`config.mk`:
```
export PLATFORM = sky130hd
export DESIGN_NAME = feedback_frame_deframer_crc16_flat
export DESIGN_NICKNAME = d
export VERILOG_FILES = /design/src/rtl/ffd_pkg.sv /design/src/rtl/ffd_if.sv /design/src/rtl/ffd_in_stage.sv /design/src/rtl/ffd_parser.sv /design/src/rtl/ffd_out_stage.sv /design/src/rtl/feedback_frame_deframer_crc16.sv /design/src/flat_wrapper.sv
export SDC_FILE = /design/constraint.sdc
export NUM_CORES = 1
export LEC_CHECK = 0
export BUFFER_PORTS_ARGS = -buffer_cell sky130_fd_sc_hd__buf_4
export CORE_ASPECT_RATIO = 1.4
export CORE_MARGIN = 1
export CORE_UTILIZATION = 31
export DETAILED_ROUTE_END_ITERATION = 6
export MAX_ROUTING_LAYER = met4
export PLACE_DENSITY_LB_ADDON = 0.12
export SKIP_CTS_REPAIR_TIMING = 1
export SYNTH_ARGS = -nofsm -noshare
export SYNTH_HDL_FRONTEND = slang
export SYNTH_SLANG_ARGS = --single-unit
```
`constraint.sdc`:
```
create_clock -name clk_i -period 17.65 [get_ports clk_i]
set_input_delay 3.53 -clock clk_i [delete_from_list [all_inputs] [get_ports clk_i]]
set_output_delay 3.53 -clock clk_i [all_outputs]
set_load 0.01 [all_outputs]
```
`src/rtl/ffd_pkg.sv`:
```
`timescale 1ns / 1ps

package ffd_pkg;

  localparam int unsigned MaxPayload     = 64;
  localparam int unsigned FeedbackLength = 32;
  localparam int unsigned StoreAw        = $clog2(FeedbackLength);

  localparam logic [7:0]  SyncA   = 8'hA5;
  localparam logic [7:0]  SyncB   = 8'h5A;
  localparam logic [15:0] CrcPoly = 16'h1021;
  localparam logic [15:0] CrcInit = 16'hFFFF;

  typedef enum logic [1:0] {
    StFeedback = 2'd0,
    StOther    = 2'd1,
    StCrcErr   = 2'd2,
    StOversize = 2'd3
  } status_e;

  typedef struct packed {
    status_e            status;
    logic        [31:0] sequence_number;
    logic        [31:0] timestamp_us;
    logic signed [31:0] encoder_count;
    logic signed [31:0] speed_tenth_rpm;
    logic        [15:0] hall_and_flags;
    logic signed [15:0] current_a_ma;
    logic signed [15:0] current_b_ma;
    logic signed [15:0] current_c_ma;
    logic        [15:0] bus_voltage_mv;
    logic signed [15:0] floating_voltage_mv;
    logic signed [31:0] torque_micro;
  } res_t;

  function automatic logic [15:0] crc_byte(logic [15:0] crc, logic [7:0] data);
    logic [15:0] c;
    c = crc ^ {data, 8'h00};
    for (int k = 0; k < 8; k++) begin
      if (c[15]) begin
        c = {c[14:0], 1'b0} ^ CrcPoly;
      end else begin
        c = {c[14:0], 1'b0};
      end
    end
    return c;
  endfunction

endpackage

```
`src/rtl/ffd_if.sv`:
```
`timescale 1ns / 1ps

interface ffd_rx_if;
  logic       valid;
  logic       ready;
  logic [7:0] rx_byte;

  modport source (output valid, output rx_byte, input ready);
  modport sink (input valid, input rx_byte, output ready);
endinterface

interface ffd_cfg_if;
  logic       valid;
  logic       ready;
  logic [7:0] feedback_type;

  modport source (output valid, output feedback_type, input ready);
  modport sink (input valid, input feedback_type, output ready);
endinterface

interface ffd_res_if;
  logic               valid;
  logic               ready;
  logic        [1:0]  status;
  logic        [31:0] sequence_number;
  logic        [31:0] timestamp_us;
  logic signed [31:0] encoder_count;
  logic signed [31:0] speed_tenth_rpm;
  logic        [15:0] hall_and_flags;
  logic signed [15:0] current_a_ma;
  logic signed [15:0] current_b_ma;
  logic signed [15:0] current_c_ma;
  logic        [15:0] bus_voltage_mv;
  logic signed [15:0] floating_voltage_mv;
  logic signed [31:0] torque_micro;

  modport source (
    output valid, output status, output sequence_number, output timestamp_us,
    output encoder_count, output speed_tenth_rpm, output hall_and_flags,
    output current_a_ma, output current_b_ma, output current_c_ma,
    output bus_voltage_mv, output floating_voltage_mv, output torque_micro,
    input ready
  );
  modport sink (
    input valid, input status, input sequence_number, input timestamp_us,
    input encoder_count, input speed_tenth_rpm, input hall_and_flags,
    input current_a_ma, input current_b_ma, input current_c_ma,
    input bus_voltage_mv, input floating_voltage_mv, input torque_micro,
    output ready
  );
endinterface

```
`src/rtl/ffd_in_stage.sv`:
```
`timescale 1ns / 1ps

module ffd_in_stage (
  input  logic       clk_i,
  input  logic       rst_ni,
  ffd_rx_if.sink     rx_i,
  input  logic       advance_i,
  output logic       byte_valid_o,
  output logic [7:0] byte_o
);
  logic       valid_q, valid_d;
  logic [7:0] byte_q;
  logic       take;

  assign rx_i.ready = !valid_q || advance_i;
  assign take       = rx_i.valid && rx_i.ready;

  always_comb begin
    valid_d = valid_q;
    if (take) begin
      valid_d = 1'b1;
    end else if (advance_i) begin
      valid_d = 1'b0;
    end
  end

  always_ff @(posedge clk_i or negedge rst_ni) begin
    if (!rst_ni) begin
      valid_q <= 1'b0;
    end else begin
      valid_q <= valid_d;
    end
  end

  always_ff @(posedge clk_i) begin
    if (take) begin
      byte_q <= rx_i.rx_byte;
    end
  end

  assign byte_valid_o = valid_q;
  assign byte_o       = byte_q;
endmodule

```
`src/rtl/ffd_parser.sv`:
```
`timescale 1ns / 1ps

module ffd_parser (
  input  logic          clk_i,
  input  logic          rst_ni,
  input  logic          byte_valid_i,
  input  logic [7:0]    byte_i,
  input  logic [7:0]    feedback_type_i,
  input  logic          slot_free_i,
  output logic          advance_o,
  output logic          produce_o,
  output ffd_pkg::res_t res_o
);
  import ffd_pkg::*;

  typedef enum logic [2:0] {
    PhHunt0 = 3'd0,
    PhHunt1 = 3'd1,
    PhType  = 3'd2,
    PhLen   = 3'd3,
    PhPay   = 3'd4,
    PhCrc0  = 3'd5,
    PhCrc1  = 3'd6
  } phase_e;

  phase_e      phase_q, phase_d;
  logic [7:0]  type_q, type_d;
  logic [7:0]  len_q, len_d;
  logic [7:0]  idx_q, idx_d;
  logic [7:0]  idx_inc;
  logic [15:0] crc_q, crc_d;
  logic [15:0] rcrc_q, rcrc_d;
  logic [15:0] rcrc_full;
  logic [15:0] crc_in;
  logic [15:0] crc_out;
  logic        store_we;
  logic [7:0]  store_q [FeedbackLength];
  logic        produce;
  res_t        res;

  assign idx_inc   = idx_q + 8'd1;
  assign crc_in    = (phase_q == PhType) ? CrcInit : crc_q;
  assign crc_out   = crc_byte(crc_in, byte_i);
  assign rcrc_full = {byte_i, rcrc_q[7:0]};

  always_comb begin
    phase_d  = phase_q;
    type_d   = type_q;
    len_d    = len_q;
    idx_d    = idx_q;
    crc_d    = crc_q;
    rcrc_d   = rcrc_q;
    store_we = 1'b0;
    produce  = 1'b0;
    res      = '0;
    unique case (phase_q)
      PhHunt1: begin
        if (byte_i == SyncB) begin
          phase_d = PhType;
        end else if (byte_i == SyncA) begin
          phase_d = PhHunt1;
        end else begin
          phase_d = PhHunt0;
        end
      end
      PhType: begin
        type_d  = byte_i;
        crc_d   = crc_out;
        phase_d = PhLen;
      end
      PhLen: begin
        len_d = byte_i;
        idx_d = 8'd0;
        crc_d = crc_out;
        if (byte_i > 8'(MaxPayload)) begin
          phase_d    = PhHunt0;
          produce    = 1'b1;
          res.status = StOversize;
        end else if (byte_i == 8'd0) begin
          phase_d = PhCrc0;
        end else begin
          phase_d = PhPay;
        end
      end
      PhPay: begin
        store_we = (idx_q < 8'(FeedbackLength));
        crc_d    = crc_out;
        idx_d    = idx_inc;
        if (idx_inc >= len_q) begin
          phase_d = PhCrc0;
        end
      end
      PhCrc0: begin
        rcrc_d  = {8'd0, byte_i};
        phase_d = PhCrc1;
      end
      PhCrc1: begin
        rcrc_d  = rcrc_full;
        phase_d = PhHunt0;
        produce = 1'b1;
        priority if (crc_q != rcrc_full) begin
          res.status = StCrcErr;
        end else if (type_q != feedback_type_i || len_q != 8'(FeedbackLength)) begin
          res.status = StOther;
        end else begin
          res.status              = StFeedback;
          res.sequence_number     = {store_q[3], store_q[2], store_q[1], store_q[0]};
          res.timestamp_us        = {store_q[7], store_q[6], store_q[5], store_q[4]};
          res.encoder_count       = {store_q[11], store_q[10], store_q[9], store_q[8]};
          res.speed_tenth_rpm     = {store_q[15], store_q[14], store_q[13], store_q[12]};
          res.hall_and_flags      = {store_q[17], store_q[16]};
          res.current_a_ma        = {store_q[19], store_q[18]};
          res.current_b_ma        = {store_q[21], store_q[20]};
          res.current_c_ma        = {store_q[23], store_q[22]};
          res.bus_voltage_mv      = {store_q[25], store_q[24]};
          res.floating_voltage_mv = {store_q[27], store_q[26]};
          res.torque_micro        = {store_q[31], store_q[30], store_q[29], store_q[28]};
        end
      end
      default: begin
        phase_d = (byte_i == SyncA) ? PhHunt1 : PhHunt0;
      end
    endcase
  end

  assign advance_o = byte_valid_i && (!produce || slot_free_i);
  assign produce_o = produce;
  assign res_o     = res;

  always_ff @(posedge clk_i or negedge rst_ni) begin
    if (!rst_ni) begin
      phase_q <= PhHunt0;
      type_q  <= 8'd0;
      len_q   <= 8'd0;
      idx_q   <= 8'd0;
      crc_q   <= CrcInit;
      rcrc_q  <= 16'd0;
    end else if (advance_o) begin
      phase_q <= phase_d;
      type_q  <= type_d;
      len_q   <= len_d;
      idx_q   <= idx_d;
      crc_q   <= crc_d;
      rcrc_q  <= rcrc_d;
    end
  end

  always_ff @(posedge clk_i) begin
    if (advance_o && store_we) begin
      store_q[idx_q[StoreAw-1:0]] <= byte_i;
    end
  end
endmodule

```
`src/rtl/ffd_out_stage.sv`:
```
`timescale 1ns / 1ps

module ffd_out_stage (
  input  logic          clk_i,
  input  logic          rst_ni,
  input  logic          load_i,
  input  ffd_pkg::res_t res_i,
  output logic          slot_free_o,
  ffd_res_if.source     res_o
);
  import ffd_pkg::*;

  logic valid_q, valid_d;
  res_t res_q;

  assign slot_free_o = !valid_q || res_o.ready;

  always_comb begin
    valid_d = valid_q;
    if (load_i) begin
      valid_d = 1'b1;
    end else if (res_o.ready) begin
      valid_d = 1'b0;
    end
  end

  always_ff @(posedge clk_i or negedge rst_ni) begin
    if (!rst_ni) begin
      valid_q <= 1'b0;
    end else begin
      valid_q <= valid_d;
    end
  end

  always_ff @(posedge clk_i) begin
    if (load_i) begin
      res_q <= res_i;
    end
  end

  assign res_o.valid               = valid_q;
  assign res_o.status              = res_q.status;
  assign res_o.sequence_number     = res_q.sequence_number;
  assign res_o.timestamp_us        = res_q.timestamp_us;
  assign res_o.encoder_count       = res_q.encoder_count;
  assign res_o.speed_tenth_rpm     = res_q.speed_tenth_rpm;
  assign res_o.hall_and_flags      = res_q.hall_and_flags;
  assign res_o.current_a_ma        = res_q.current_a_ma;
  assign res_o.current_b_ma        = res_q.current_b_ma;
  assign res_o.current_c_ma        = res_q.current_c_ma;
  assign res_o.bus_voltage_mv      = res_q.bus_voltage_mv;
  assign res_o.floating_voltage_mv = res_q.floating_voltage_mv;
  assign res_o.torque_micro        = res_q.torque_micro;
endmodule

```
`src/rtl/feedback_frame_deframer_crc16.sv`:
```
`timescale 1ns / 1ps
// Frame deframer for a byte stream: hunts for sync A5 5A, then reads type,
// length, payload and a little-endian CRC-16/CCITT-FALSE over type, length
// and payload. Frames of the configured feedback type and 32 payload bytes
// are unpacked into raw little-endian fields.
// Channels: rx_i takes one received byte per transaction; res_o gives one
// result per frame end (status 0..2) or per length byte above 64 (status 3),
// with all data fields zero when status is non-zero; cfg_i writes the
// feedback type and is always ready.
// Path: a byte accepted into the input register is parsed there, and the
// same parser step loads its result into the output register. Throughput:
// one byte per cycle unless stalled (see Stall), set by the single pass of
// CRC update and parser step between the input and result registers.
// Reset: parser returns to the hunt, CRC to FFFF, feedback type to 1, and
// both channel registers empty. Payload storage is not cleared.
// Stall: while a result waits on res_o, bytes that produce no result keep
// flowing; a byte that would produce a second result holds in the input
// register and rx_i ready drops until the waiting result is taken.
module feedback_frame_deframer_crc16 (
  input  logic      clk_i,
  input  logic      rst_ni,
  ffd_rx_if.sink    rx_i,
  ffd_cfg_if.sink   cfg_i,
  ffd_res_if.source res_o
);
  import ffd_pkg::*;

  logic       cfg_we;
  logic [7:0] feedback_type_q;
  logic       byte_valid;
  logic [7:0] byte_q;
  logic       advance;
  logic       produce;
  logic       slot_free;
  res_t       res;

  assign cfg_we      = cfg_i.valid;
  assign cfg_i.ready = 1'b1;

  always_ff @(posedge clk_i or negedge rst_ni) begin
    if (!rst_ni) begin
      feedback_type_q <= 8'd1;
    end else if (cfg_we) begin
      feedback_type_q <= cfg_i.feedback_type;
    end
  end

  ffd_in_stage u_in_stage (
    .clk_i       (clk_i),
    .rst_ni      (rst_ni),
    .rx_i        (rx_i),
    .advance_i   (advance),
    .byte_valid_o(byte_valid),
    .byte_o      (byte_q)
  );

  ffd_parser u_parser (
    .clk_i          (clk_i),
    .rst_ni         (rst_ni),
    .byte_valid_i   (byte_valid),
    .byte_i         (byte_q),
    .feedback_type_i(feedback_type_q),
    .slot_free_i    (slot_free),
    .advance_o      (advance),
    .produce_o      (produce),
    .res_o          (res)
  );

  ffd_out_stage u_out_stage (
    .clk_i      (clk_i),
    .rst_ni     (rst_ni),
    .load_i     (advance && produce),
    .res_i      (res),
    .slot_free_o(slot_free),
    .res_o      (res_o)
  );
endmodule

```
`src/flat_wrapper.sv`:
```
// flat-port wrapper written by rule: the top's interface ports become plain ports
module feedback_frame_deframer_crc16_flat import ffd_pkg::*;
  (clk_i, rst_ni, rx_i_valid, rx_i_rx_byte, rx_i_ready, cfg_i_valid, cfg_i_feedback_type, cfg_i_ready, res_o_valid, res_o_status, res_o_sequence_number, res_o_timestamp_us, res_o_encoder_count, res_o_speed_tenth_rpm, res_o_hall_and_flags, res_o_current_a_ma, res_o_current_b_ma, res_o_current_c_ma, res_o_bus_voltage_mv, res_o_floating_voltage_mv, res_o_torque_micro, res_o_ready);
  ffd_rx_if rx_i_i ();
  ffd_cfg_if cfg_i_i ();
  ffd_res_if res_o_i ();
  input  logic clk_i;
  input  logic rst_ni;
  input wire logic [$bits(rx_i_i.valid)-1:0] rx_i_valid;
  input wire logic [$bits(rx_i_i.rx_byte)-1:0] rx_i_rx_byte;
  output wire logic [$bits(rx_i_i.ready)-1:0] rx_i_ready;
  input wire logic [$bits(cfg_i_i.valid)-1:0] cfg_i_valid;
  input wire logic [$bits(cfg_i_i.feedback_type)-1:0] cfg_i_feedback_type;
  output wire logic [$bits(cfg_i_i.ready)-1:0] cfg_i_ready;
  output wire logic [$bits(res_o_i.valid)-1:0] res_o_valid;
  output wire logic [$bits(res_o_i.status)-1:0] res_o_status;
  output wire logic [$bits(res_o_i.sequence_number)-1:0] res_o_sequence_number;
  output wire logic [$bits(res_o_i.timestamp_us)-1:0] res_o_timestamp_us;
  output wire logic [$bits(res_o_i.encoder_count)-1:0] res_o_encoder_count;
  output wire logic [$bits(res_o_i.speed_tenth_rpm)-1:0] res_o_speed_tenth_rpm;
  output wire logic [$bits(res_o_i.hall_and_flags)-1:0] res_o_hall_and_flags;
  output wire logic [$bits(res_o_i.current_a_ma)-1:0] res_o_current_a_ma;
  output wire logic [$bits(res_o_i.current_b_ma)-1:0] res_o_current_b_ma;
  output wire logic [$bits(res_o_i.current_c_ma)-1:0] res_o_current_c_ma;
  output wire logic [$bits(res_o_i.bus_voltage_mv)-1:0] res_o_bus_voltage_mv;
  output wire logic [$bits(res_o_i.floating_voltage_mv)-1:0] res_o_floating_voltage_mv;
  output wire logic [$bits(res_o_i.torque_micro)-1:0] res_o_torque_micro;
  input wire logic [$bits(res_o_i.ready)-1:0] res_o_ready;
  assign rx_i_i.valid = rx_i_valid;
  assign rx_i_i.rx_byte = rx_i_rx_byte;
  assign rx_i_ready = rx_i_i.ready;
  assign cfg_i_i.valid = cfg_i_valid;
  assign cfg_i_i.feedback_type = cfg_i_feedback_type;
  assign cfg_i_ready = cfg_i_i.ready;
  assign res_o_valid = res_o_i.valid;
  assign res_o_status = res_o_i.status;
  assign res_o_sequence_number = res_o_i.sequence_number;
  assign res_o_timestamp_us = res_o_i.timestamp_us;
  assign res_o_encoder_count = res_o_i.encoder_count;
  assign res_o_speed_tenth_rpm = res_o_i.speed_tenth_rpm;
  assign res_o_hall_and_flags = res_o_i.hall_and_flags;
  assign res_o_current_a_ma = res_o_i.current_a_ma;
  assign res_o_current_b_ma = res_o_i.current_b_ma;
  assign res_o_current_c_ma = res_o_i.current_c_ma;
  assign res_o_bus_voltage_mv = res_o_i.bus_voltage_mv;
  assign res_o_floating_voltage_mv = res_o_i.floating_voltage_mv;
  assign res_o_torque_micro = res_o_i.torque_micro;
  assign res_o_i.ready = res_o_ready;
  feedback_frame_deframer_crc16 u_core (.clk_i(clk_i), .rst_ni(rst_ni), .rx_i(rx_i_i), .cfg_i(cfg_i_i), .res_o(res_o_i));
endmodule
```
Word level (Yosys, flattened, before mapping). Memory sizes are Yosys's and may differ from the RTL's. A register that Yosys moved wholly into a read port is not among the register bits. Index checks and enable logic that the tools add are counted.

Bits of input ports: 21. Output and inout port bits: 261. Memory bits (writable): 256. Flip-flop bits (word level): 71. Memories: 1.

Reductions and logical operators: 23. $lt $le $gt $ge: 3. Equality and inequality tests: 12. Add/sub/neg operators: 1. Bitwise operators: 10. Multiplexer cells: 30.

Memory list: u_core.u_parser.store_q (depth 32, width 8, read ports 32, clocked after memory_dff 32, wr ports 1, RTL line ffd_parser.sv:37) `logic [7:0] store_q [FeedbackLength];`.

Operators by type and width (number): $mux 13 (8); $pmux 8 s2 (2); $not 3->3 (8); $pmux 3 s6 (1); $mux 16 (1); $ne 16x16->1 (1); $xor 16x16->16 (1); $mux 1 (11); $reduce_and 2->1 (5); $eq 3x3->1 const B (3); $add 8x1->8 const B (1); $eq 8x7->1 const B (1); $eq 8x8->1 const B (1); $ge 8x8->1 (1); $gt 8x7->1 const B (1); $logic_not 8->1 (1); $lt 8x6->1 const B (1); $ne 8x6->1 const B (1); $ne 8x8->1 (1); $eq 3x2->1 const B (2); $mux 2 (3); $mux 3 (2); $reduce_bool 2->1 (3); $reduce_or 3->1 (2); other kinds (9) (17).

Longest topological paths before layout. Gate-level depths: netlist of the first run.

Depth in word-level cells: 19. Depth in mapped cells: 9. Depth with buffers taken out: 8.

Cells and area by module. From an unflattened synthesis of the first run, not the netlist that was laid out.

Cell total of the unflattened synthesis: 1225. Area, all modules: 21408.0 µm².

By module, submodules not included: ffd_parser (sequential area each 8983.6 µm², cells each 932, times used 1, area each 12968.7 µm²); ffd_out_stage (sequential area each 7772.5 µm², cells each 261, times used 1, area each 7795.0 µm²); feedback_frame_deframer_crc16 (sequential area each 201.4 µm², cells each 20, times used 1, area each 350.3 µm²); ffd_in_stage (sequential area each 265.3 µm², cells each 12, times used 1, area each 294.0 µm²).

Least setup slack after synthesis of the first run. OpenSTA, ideal clock, no wires.

Path type: input-to-reg. Start point: input res_o_ready. End point: register u_core.u_out_stage.res_q, in the netlist res_o_bus_voltage_mv[0] (enable). Setup time: 965 ps. Required time: 16685 ps. Stages: 4. Data arrival time: 16356 ps. Slack: 330 ps. Path through: nand2b_1 o21a_1 o21ai_1 a21oi_1.

Word-level cells in the longest chain between the ends: 4.

RTL lines: start: declaration (RTL line flat_wrapper.sv:28) `input wire logic [$bits(res_o_i.ready)-1:0] res_o_ready;`; $logic_or 1x1->1 (RTL line ffd_out_stage.sv:16) `assign slot_free_o = !valid_q || res_o.ready;`; $logic_or 1x1->1 (RTL line ffd_parser.sv:126) `assign advance_o = byte_valid_i && (!produce || slot_free_i);`; $logic_and 1x1->1 (RTL line ffd_parser.sv:126); $logic_and 1x1->1 (RTL line feedback_frame_deframer_crc16.sv:72) `.load_i (advance && produce),`; via u_core.u_out_stage.load_i (RTL line ffd_out_stage.sv:6) `input logic load_i,`; end signal: assignment (RTL line ffd_out_stage.sv:37) `res_q <= res_i;`; end: declaration (RTL line ffd_out_stage.sv:14) `res_t res_q;`.

The timed path passes the listed nets, and every way through them passes these cells. A chain may end at the register's enable or synchronous reset.

Worst setup path after layout of the first run.
Start point: input res_o_ready. End point: output rx_i_ready.

Word-level cells in the longest chain between the ends: 4.

RTL lines: $logic_or 1x1->1 (RTL line ffd_out_stage.sv:16); $logic_or 1x1->1 (RTL line ffd_parser.sv:126); $logic_and 1x1->1 (RTL line ffd_parser.sv:126); $logic_or 1x1->1 (RTL line ffd_in_stage.sv:15) `assign rx_i.ready = !valid_q || advance_i;`; end: declaration (RTL line flat_wrapper.sv:11) `output wire logic [$bits(rx_i_i.ready)-1:0] rx_i_ready;`.

Every way passes these cells.

==> metrics.log, run 1 <==
[metrics] number of flops mapped to enable cells by yosys: 522
[metrics] DP Worst Slack: 9.73 ns
[metrics] type of the setup path with the least slack: primary input to output port
[metrics] Final GP Congestion: 0.722
[metrics] VDD IR max: 0.0000801 V
[metrics] Worst Path Max Fanout: 3
[metrics] number of synthesized register bits: 583
[metrics] dominant combinational cell family by area after synthesis: simple AND/OR/NAND/NOR gates
[metrics] commonest cells in the netlist: 522 x edfxtp_1, 258 x and2_1, 50 x nor2_1, 47 x xnor2_1, 44 x dfrtp_1
[metrics] largest net degree at the start of global routing: 187
[metrics] number of buffers on the longest clock path: 3
[metrics] launching element type of the critical path: primary input
[metrics] reported max-cap violation count: 0
[metrics] async set or reset register ratio after synthesis: 10.5%
[metrics] headroom to the max-slew limit: 22.1%
[metrics] root buffer cell: clkbuf_16
[metrics] kind of path behind the tightest hold check: flip-flop to flip-flop
[metrics] cell depth of the worst flop-to-flop path: 8
[metrics] Final Critical Period: 7.92 ns
[metrics] slew at the pin closest to its max-slew limit: 1.17 ns
[metrics] Static Leakage: 9.60 nW
[metrics] synthesized instance count: 1233
[metrics] share of final-layout standard cells stronger than drive strength 1: 27.8%
[metrics] htree depth: 2
[metrics] number of global-route vias before repair: 11100
[metrics] post-synthesis xor/xnor area fraction: 2.81%
[metrics] clk_skew: 0.0362 ns
[metrics] R2R Path Start: u_core.u_in_stage.byte_o[3]
[metrics] share of synthesized area occupied by flip-flops and latches: 80.1%
[metrics] register clock-pin slew on the reported worst setup and hold paths: 0.06 ns
[metrics] Req. time, crit path: 14.12 ns
[metrics] syn nets: 1266
[metrics] number of inserted diodes: 0
[metrics] share of power burned in the clock network: 36.7%
[metrics] total negative slack: 0 ns
[metrics] DRT antenna net count: 0
[metrics] Area after DPL: 24500 sq um
[metrics] Worst R2R Setup Slack: 13.05 ns
[metrics] top cell type's share of synthesized area: 72.9%
[metrics] cell taking the most area after synthesis: edfxtp_1
[metrics] Simple-Gate Fraction of Synth Area: 10.8%
[metrics] unrepaired setup endpoints after global routing: no
[metrics] Die Outline Area: 70400 sq um
[metrics] setup violators final: 0
[metrics] CTS tree: done
[metrics] end point of the most critical hold path: res_o_sequence_number[13]
[metrics] area added between synthesis and finish: 22.9%
[metrics] top cells by area, synth: edfxtp_1 73%, and2_1 7.5%, dfrtp_1 5.1%
[metrics] count of pins over their slew limit: 0
[metrics] Setup crit start: res_o_ready
[metrics] Synth Area in Compound Gates: 2.00%
[metrics] total CTS buffers: 58
[metrics] initial core utilization: 31.5%
[metrics] overflow left after global routing: 0
[metrics] per-cell routed wire length: 20.8 um
[metrics] num ports: 282
[metrics] detailed-route wire length: 51900 um
[metrics] FF-to-FF End: res_o_sequence_number[23]
[metrics] Via density: 4.28
[metrics] synthesis warning total: 0
[metrics] nets: 1564
[metrics] Switching Fraction: 25.9%
[metrics] status: finished clean
[metrics] global-route usage over all layers: 15.1%
[metrics] internal power contribution: 0.00255 W
[metrics] antenna violations before repair: 0
[metrics] Post-Syn Area per Cell: 17.4 sq um
[metrics] DRC violation total after the first TritonRoute iteration: 608
[metrics] placeable core region: 68300 sq um
[metrics] multiplexer area fraction after synthesis: 1.45%
[metrics] Post-route DRC: 0
[metrics] cell area after technology mapping: 21500 sq um
[metrics] PnR Total Power: 0.00344 W
[metrics] distinct cell type count of the synthesized netlist: 52
[metrics] chip height: 314 um
[metrics] power spent charging and discharging nets: 0.000892 W
[metrics] Hold Path Origin: u_core.u_parser.store_q[1][5]
[metrics] row cnt: 113
[metrics] post-synthesis share of cell area spent on full adders, half adders and majority gates: 0.698%
[metrics] width of the chip: 225 um
[metrics] most instantiated library cell after synthesis: edfxtp_1
[metrics] routed via count: 10700
[metrics] Final HPWL DP: 31100 um
[metrics] first-pass iteration count of the detailed router: 4
[metrics] Port Buf Inserts: 280
[metrics] Num Clock Sinks: 583
[metrics] Setup crit end kind: output port
[metrics] clock latency on the worst-skew pair: 0.63 ns
[metrics] combinational power share: 13.2%
[metrics] number of endpoints with negative hold slack in the final report: 0
[metrics] Worst Hold Depth: 1
[metrics] most used flip-flop cell after synthesis: edfxtp_1
[metrics] areal power density over the cells: 130 nW/um^2
[metrics] maximum achievable frequency: 0.126 GHz
[metrics] first-pass GRT wire length: 75600 um
[metrics] final setup margin: 9.73 ns
[metrics] post-route clock period utilization: 44.8%
[metrics] Arrival @ worst endpoint: 4.39 ns
[metrics] part of the power in registers: 50.1%
[metrics] Finished Cell Area: 26400 sq um
## worst max path at each step
| stage | depth (start not counted) | to | slack, ns |
|---|---|---|---|
| floorplan | 4 | res_o_bus_voltage_mv[0] | 0.33 |
| global placement | 6 | rx_i_ready | 9.73 |
| detailed placement | 6 | rx_i_ready | 9.73 |
| CTS | 6 | rx_i_ready | 9.73 |
| global route | 6 | rx_i_ready | 9.62 |
| finish | 6 | rx_i_ready | 9.73 |
## cells in the final DEF, fill, tap and decap left out, drive strengths merged, types with 4 or more instances in the layout
cell type  instances
nand3b             4
o21ai             36
mux2              26
edfxtp           522
dfstp             17
clkinvlp           6
buf              293
nor2b              4
xnor2             47
bufinv             8
xor2              22
clkbuf            66
ha                12
a21oi             10
nand3              7
nand2             41
nand4              9
nor4               6
nor2              50
nand2b             5
inv               12
and2             258
dfrtp             44
nor3               4
clkinv            25
or3                7
## per-stage QoR
| stage | hold slack, ns | instances | utilization, % |
|---|---|---|---|
| floorplan | 0.463 | 1233 | - |
| global placement | 0.477 | 2391 | 35.8 |
| detailed placement | 0.483 | 2391 | 35.8 |
| CTS | 0.488 | 2498 | 38.7 |
| global route | 0.503 | 2498 | 38.7 |
| finish | 0.488 | 2498 | 38.7 |
## critical path, cell delays in order
cell and delay (ns):
buf_4 0.12, nor2b_1 0.18, nand2_1 0.08, a21oi_1 0.26, inv_1 0.07, buf_4 0.15
## metal layers
metal / wire length (um) / track usage [%]
met1: 21300 / 17.8
met2: 27600 / 26.8
met3: 1890 / 2.20
met4: 1070 / 4.31
met5: 0 / -
## flip-flops by register name (all words and copies together) (netlist names), 32 cells and up
register                 flops
res_o_encoder_count         32
res_o_timestamp_us          32
u_core.u_parser.store_q    256
res_o_speed_tenth_rpm       32
res_o_sequence_number       32
res_o_torque_micro          32
## power by group through the flow
stage | sequential, W | clock, W | combinational, W
3_5_place_dp | 0.00176 | 0 | 0.000461
5_1_grt | 0.00174 | 0.00135 | 0.000506
4_1_cts | 0.00173 | 0.00130 | 0.000464
2_1_floorplan | 0.00175 | 0 | 0.000324
6_report | 0.00172 | 0.00126 | 0.000454
3_3_place_gp | 0.00175 | 0 | 0.000454
## kinds of logic (layout without fill, tap and decap cells)
| kind of cell | count (synthesis) | after routing |
|---|---|---|
| other cells | 1 | 1 |
| mux | 28 | 28 |
| fa+ha+maj | 12 | 12 |
| xor+xnor | 69 | 69 |
| buf+inv | 65 | 410 |
| compound gates | 70 | 70 |
| flops | 583 | 583 |
| simple gates | 405 | 405 |
## layout make-up
cell class                 instances  area, sq um
fill                            6350        41900
clock buffer                      66         1500
sequential                       583        17200
timing repair buffer             293         2210
clock inverter                    41          453
multi-input combinational        585         3840
tap                              920         1150
inverter                          10         37.5
Power figures use the tool's default switching activity.
==> run 2: changes to the inputs <==
- clock period: 17.65 -> 6.41 ns (I/O delays scaled with it)
==> metrics.log, run 2 (synthesis gave the netlist of run 1 again) <==
[metrics] Cells after DPL: 2390
[metrics] status: finished with violations
[metrics] number of buffers on the longest clock path: 3
[metrics] headroom to the max-slew limit: -4.93%
[metrics] non-filler instance count after layout: 2492
[metrics] Via density: 4.26
[metrics] Die Outline Area: 70400 sq um
[metrics] total negative slack: 0 ns
[metrics] slew at the pin closest to its max-slew limit: 1.57 ns
[metrics] Final Util: 38.4%
[metrics] overflow left after global routing: 0
[metrics] share of final-layout standard cells stronger than drive strength 1: 26.8%
[metrics] DRT antenna net count: 0
[metrics] row cnt: 113
[metrics] DRC violation total after the first TritonRoute iteration: 679
[metrics] clk_skew: 0.0261 ns
[metrics] PnR Total Power: 0.00914 W
[metrics] met3 WL: 1960 um
[metrics] maximum achievable frequency: 0.248 GHz
[metrics] cell depth of the worst flop-to-flop path: 6
[metrics] areal power density over the cells: 349 nW/um^2
[metrics] placeable core region: 68300 sq um
[metrics] setup violators final: 0
[metrics] CTS tree: done
[metrics] worst hold slack after final layout: 0.485 ns
[metrics] Final GP Congestion: 0.725
[metrics] root buffer cell: clkbuf_16
[metrics] initial core utilization: 31.5%
[metrics] met2 layer wire length in the routed design: 27600 um
[metrics] chip height: 314 um
[metrics] reported max-cap violation count: 0
[metrics] post-route clock period utilization: 62.8%
[metrics] Setup crit end kind: output port
[metrics] first-pass iteration count of the detailed router: 7
[metrics] largest net degree at the start of global routing: 257
[metrics] flip-flop count of the largest register, all copies and words added: 256
[metrics] register clock-pin slew on the reported worst setup and hold paths: 0.06 ns
[metrics] nets: 1561
[metrics] antenna violations before repair: 0
[metrics] violations in the final reports: slew limit
[metrics] total CTS buffers: 56
[metrics] number of inserted diodes: 0
[metrics] Final HPWL DP: 32200 um
[metrics] routed via count: 10600
[metrics] number of global-route vias before repair: 10900
[metrics] highest routing layer actually used: met4
[metrics] count of pins over their slew limit: 87
[metrics] global-route usage over all layers: 15.1%
[metrics] launching element type of the critical path: flip-flop
[metrics] per-cell routed wire length: 21.0 um
[metrics] Port Buf Inserts: 280
[metrics] length of routed wiring on met1: 21500 um
[metrics] Worst Hold Depth: 2
[metrics] commonest non-fill, non-tap cell in the layout: edfxtp_1
[metrics] most frequent cells in the layout: 522 x edfxtp_1, 290 x buf_4, 258 x and2_1
[metrics] number of endpoints with negative hold slack in the final report: 0
[metrics] unrepaired setup endpoints after global routing: no
[metrics] Final Critical Period: 4.03 ns
[metrics] Req. time, crit path: 5.13 ns
[metrics] first-pass GRT wire length: 75000 um
[metrics] htree depth: 2
[metrics] width of the chip: 225 um
[metrics] Static Leakage: 9.49 nW
[metrics] Arrival @ worst endpoint: 2.75 ns
[metrics] Num Clock Sinks: 583
[metrics] kind of path behind the tightest hold check: flip-flop to flip-flop
[metrics] type of the setup path with the least slack: flip-flop to output port
[metrics] area added between synthesis and finish: 21.9%
[metrics] num ports: 282
[metrics] clock latency on the worst-skew pair: 0.60 ns
[metrics] Worst Path Max Fanout: 39
[metrics] detailed-route wire length: 52400 um
[metrics] VDD IR max: 0.000176 V
[metrics] Post-route DRC: 0
run 2: metal layers:
metal / up-vias / global-route usage (%)
met5: - / -
met3: 72 / 2.22
li1: 5016 / -
met2: 253 / 26.8
met4: 0 / 4.62
met1: 5270 / 17.7
run 2: where the power goes:
group	internal [W]	switching [W]
Clock	0.00176	0.00139
Sequential	0.00446	0.000286
Combinational	0.000557	0.000687
Total	0.00678	0.00236
run 2: area by class of cell:
| class | instances | area [sq um] |
|---|---|---|
| clock buffer | 73 | 1500 |
| clock inverter | 29 | 234 |
| fill | 6377 | 42100 |
| inverter | 10 | 37.5 |
| multi-input combinational | 585 | 3850 |
| sequential | 583 | 17200 |
| tap | 920 | 1150 |
| timing repair buffer | 292 | 2220 |
run 2: metrics by stage:
step	setup slack [ns]	instance area [sq um]
6_report	2.38	26200
3_3_place_gp	2.94	24500
5_1_grt	2.21	26200
4_1_cts	2.31	26200
2_1_floorplan	0.00233	21500
3_5_place_dp	2.84	24500
run 2: path summary, 6_finish.rpt:
| path | start | to | slack, ns |
|---|---|---|---|
| worst max-delay path | u_core.u_in_stage.byte_o[2] | rx_i_ready | 2.38 |
| worst min-delay path | u_core.u_parser.crc_q[2] | u_core.u_parser.crc_q[2] | 0.49 |
| worst max register to register | u_core.u_in_stage.byte_o[2] | res_o_speed_tenth_rpm[19] | 2.90 |
| worst min register to register | u_core.u_parser.crc_q[2] | u_core.u_parser.crc_q[2] | 0.49 |
| max in group asynchronous | rst_ni | u_core.u_parser.len_q[2] | 5.06 |
| min in group asynchronous | rst_ni | u_core.feedback_type_q[3] | 0.78 |
run 2: worst max-delay path, cell delays in order, from the launching register on:
cell and delay [ns]:
edfxtp_1 0.35, buf_4 0.33, or4_4 0.63, o22ai_4 0.22
nand2b_1 0.25, a21oi_1 0.15, inv_1 0.09, buf_4 0.12
==> run 3: changes to the inputs <==
- clock period: 6.41 -> 3.7 ns (I/O delays scaled with it)
==> metrics.log, run 3 (synthesis gave the netlist of run 1 again) <==
[metrics] status: finished clean
[metrics] Arrival @ worst endpoint: 2.71 ns
[metrics] final setup margin: 0.253 ns
[metrics] Cells after DPL: 2438
[metrics] setup violators final: 0
[metrics] total CTS buffers: 57
[metrics] DRC violation total after the first TritonRoute iteration: 648
[metrics] met3 track utilization from global routing: 2.13%
[metrics] antenna violations before repair: 0
[metrics] Port Buf Inserts: 280
[metrics] slew at the pin closest to its max-slew limit: 0.838 ns
[metrics] initial core utilization: 31.5%
[metrics] chip height: 314 um
[metrics] post-route clock period utilization: 93.2%
[metrics] R2R Path Start: u_core.u_in_stage.byte_o[4]
[metrics] DRT antenna net count: 0
[metrics] VDD IR max: 0.000383 V
[metrics] number of endpoints with negative hold slack in the final report: 0
[metrics] Worst Path Max Fanout: 12
[metrics] largest net degree at the start of global routing: 89
[metrics] areal power density over the cells: 608 nW/um^2
[metrics] non-filler instance count after layout: 2541
[metrics] maximum achievable frequency: 0.290 GHz
[metrics] detailed-route wire length: 51800 um
[metrics] global-route usage over all layers: 15.1%
[metrics] width of the chip: 225 um
[metrics] Final Util: 39.2%
[metrics] Static Leakage: 9.82 nW
[metrics] Final GP Congestion: 0.749
[metrics] met2 usage: 26.0%
[metrics] headroom to the max-slew limit: 44.1%
[metrics] flip-flop count of the largest register, all copies and words added: 256
[metrics] most frequent cells in the layout: 522 x edfxtp_1, 333 x buf_4, 258 x and2_1
[metrics] per-cell routed wire length: 20.4 um
[metrics] area added between synthesis and finish: 24.6%
[metrics] Num Clock Sinks: 583
[metrics] htree depth: 2
[metrics] nets: 1610
[metrics] CTS tree: done
[metrics] clock latency on the worst-skew pair: 0.62 ns
[metrics] kind of path behind the tightest hold check: primary input to async pin
[metrics] first-pass GRT wire length: 75000 um
[metrics] Finished Cell Area: 26800 sq um
[metrics] Area after DPL: 24900 sq um
[metrics] number of inserted diodes: 0
[metrics] Req. time, crit path: 2.96 ns
[metrics] clk_skew: 0.0392 ns
[metrics] Via density: 4.28
[metrics] row cnt: 113
[metrics] DP Worst Slack: 0.899 ns
[metrics] launching element type of the critical path: flip-flop
[metrics] Setup crit end kind: output port
[metrics] root buffer cell: clkbuf_16
[metrics] share of final-layout standard cells stronger than drive strength 1: 29.1%
[metrics] type of the setup path with the least slack: flip-flop to output port
[metrics] overflow left after global routing: 0
[metrics] first-pass iteration count of the detailed router: 5
[metrics] number of buffers on the longest clock path: 3
[metrics] Die Outline Area: 70400 sq um
[metrics] commonest non-fill, non-tap cell in the layout: edfxtp_1
[metrics] Post-route DRC: 0
[metrics] unrepaired setup endpoints after global routing: no
[metrics] number of global-route vias before repair: 11000
[metrics] Final HPWL DP: 33500 um
[metrics] register clock-pin slew on the reported worst setup and hold paths: 0.06 ns
[metrics] met1 routing resource usage after global routing: 18.3%
[metrics] count of pins over their slew limit: 0
[metrics] reported max-cap violation count: 0
[metrics] final-layout fill cell count: 6357
[metrics] GR peak layer: met2
[metrics] Setup crit start: u_core.u_in_stage.byte_o[4]
[metrics] num ports: 282
[metrics] routed via count: 10900
[metrics] placeable core region: 68300 sq um
[metrics] Final Critical Period: 3.45 ns
[metrics] worst hold slack after final layout: 0.214 ns
[run 3: cell types whose count changed in the layout (fill, tap and decap cells not counted), moves of 2 or more]
cell / change
buf_12: +5
clkinv_1: -2
bufinv_16: +5
buf_4: +43
[run 3: power by group]
| group | internal, W | switching, W |
|---|---|---|
| clock network | 0.00341 | 0.00248 |
| registers | 0.00771 | 0.000418 |
| logic | 0.00102 | 0.00126 |
| total | 0.0121 | 0.00416 |
[run 3: path summary, 6_finish.rpt]
path                                                to  slack (ns)  cells past startpoint
max                                         rx_i_ready        0.25                      7
min                          u_core.feedback_type_q[7]        0.21                      1
max reg2reg                  res_o_sequence_number[30]        0.91                      7
min reg2reg                   u_core.u_parser.crc_q[5]        0.48                      2
max in group asynchronous     u_core.u_parser.len_q[1]        2.90                      1
min in group clk_i         u_core.u_in_stage.byte_o[4]        0.30                      1
[run 3: cell type report]
| cell class | count | area, sq um | share of cell area, % |
|---|---|---|---|
| tap | 920 | 1150 | 4.30 |
| inverter | 10 | 37.5 | 0.140 |
| multi-input combinational | 585 | 3860 | 14.4 |
| clock buffer | 73 | 1490 | 5.55 |
| sequential | 583 | 17200 | 64.3 |
| timing repair buffer | 340 | 2640 | 9.85 |
| clock inverter | 30 | 397 | 1.48 |
[run 3: stage by stage]
| stage | TNS (ns) | total power (W) |
|---|---|---|
| after floorplan | -687.44 | 0.00977 |
| after global placement | 0 | 0.0106 |
| final | 0 | 0.0163 |
| after global routing | 0 | 0.0170 |
| after CTS | 0 | 0.0165 |
| after detailed placement | 0 | 0.0106 |
[run 3: worst max-delay path, cell delays in order (launching register included)]
cell and delay (ns):
edfxtp_1 0.47, buf_4 0.25, or3_1 0.42, o22ai_4 0.24
nand2b_1 0.26, a21oi_1 0.22, inv_1 0.10, buf_4 0.12
[run 3: metal layers]
layer / part of all wire, % / up-vias
met5: 0 / -
met4: 2.3 / 0
met3: 3.9 / 83
met2: 52 / 286
met1: 42 / 5404
li1: - / 5109
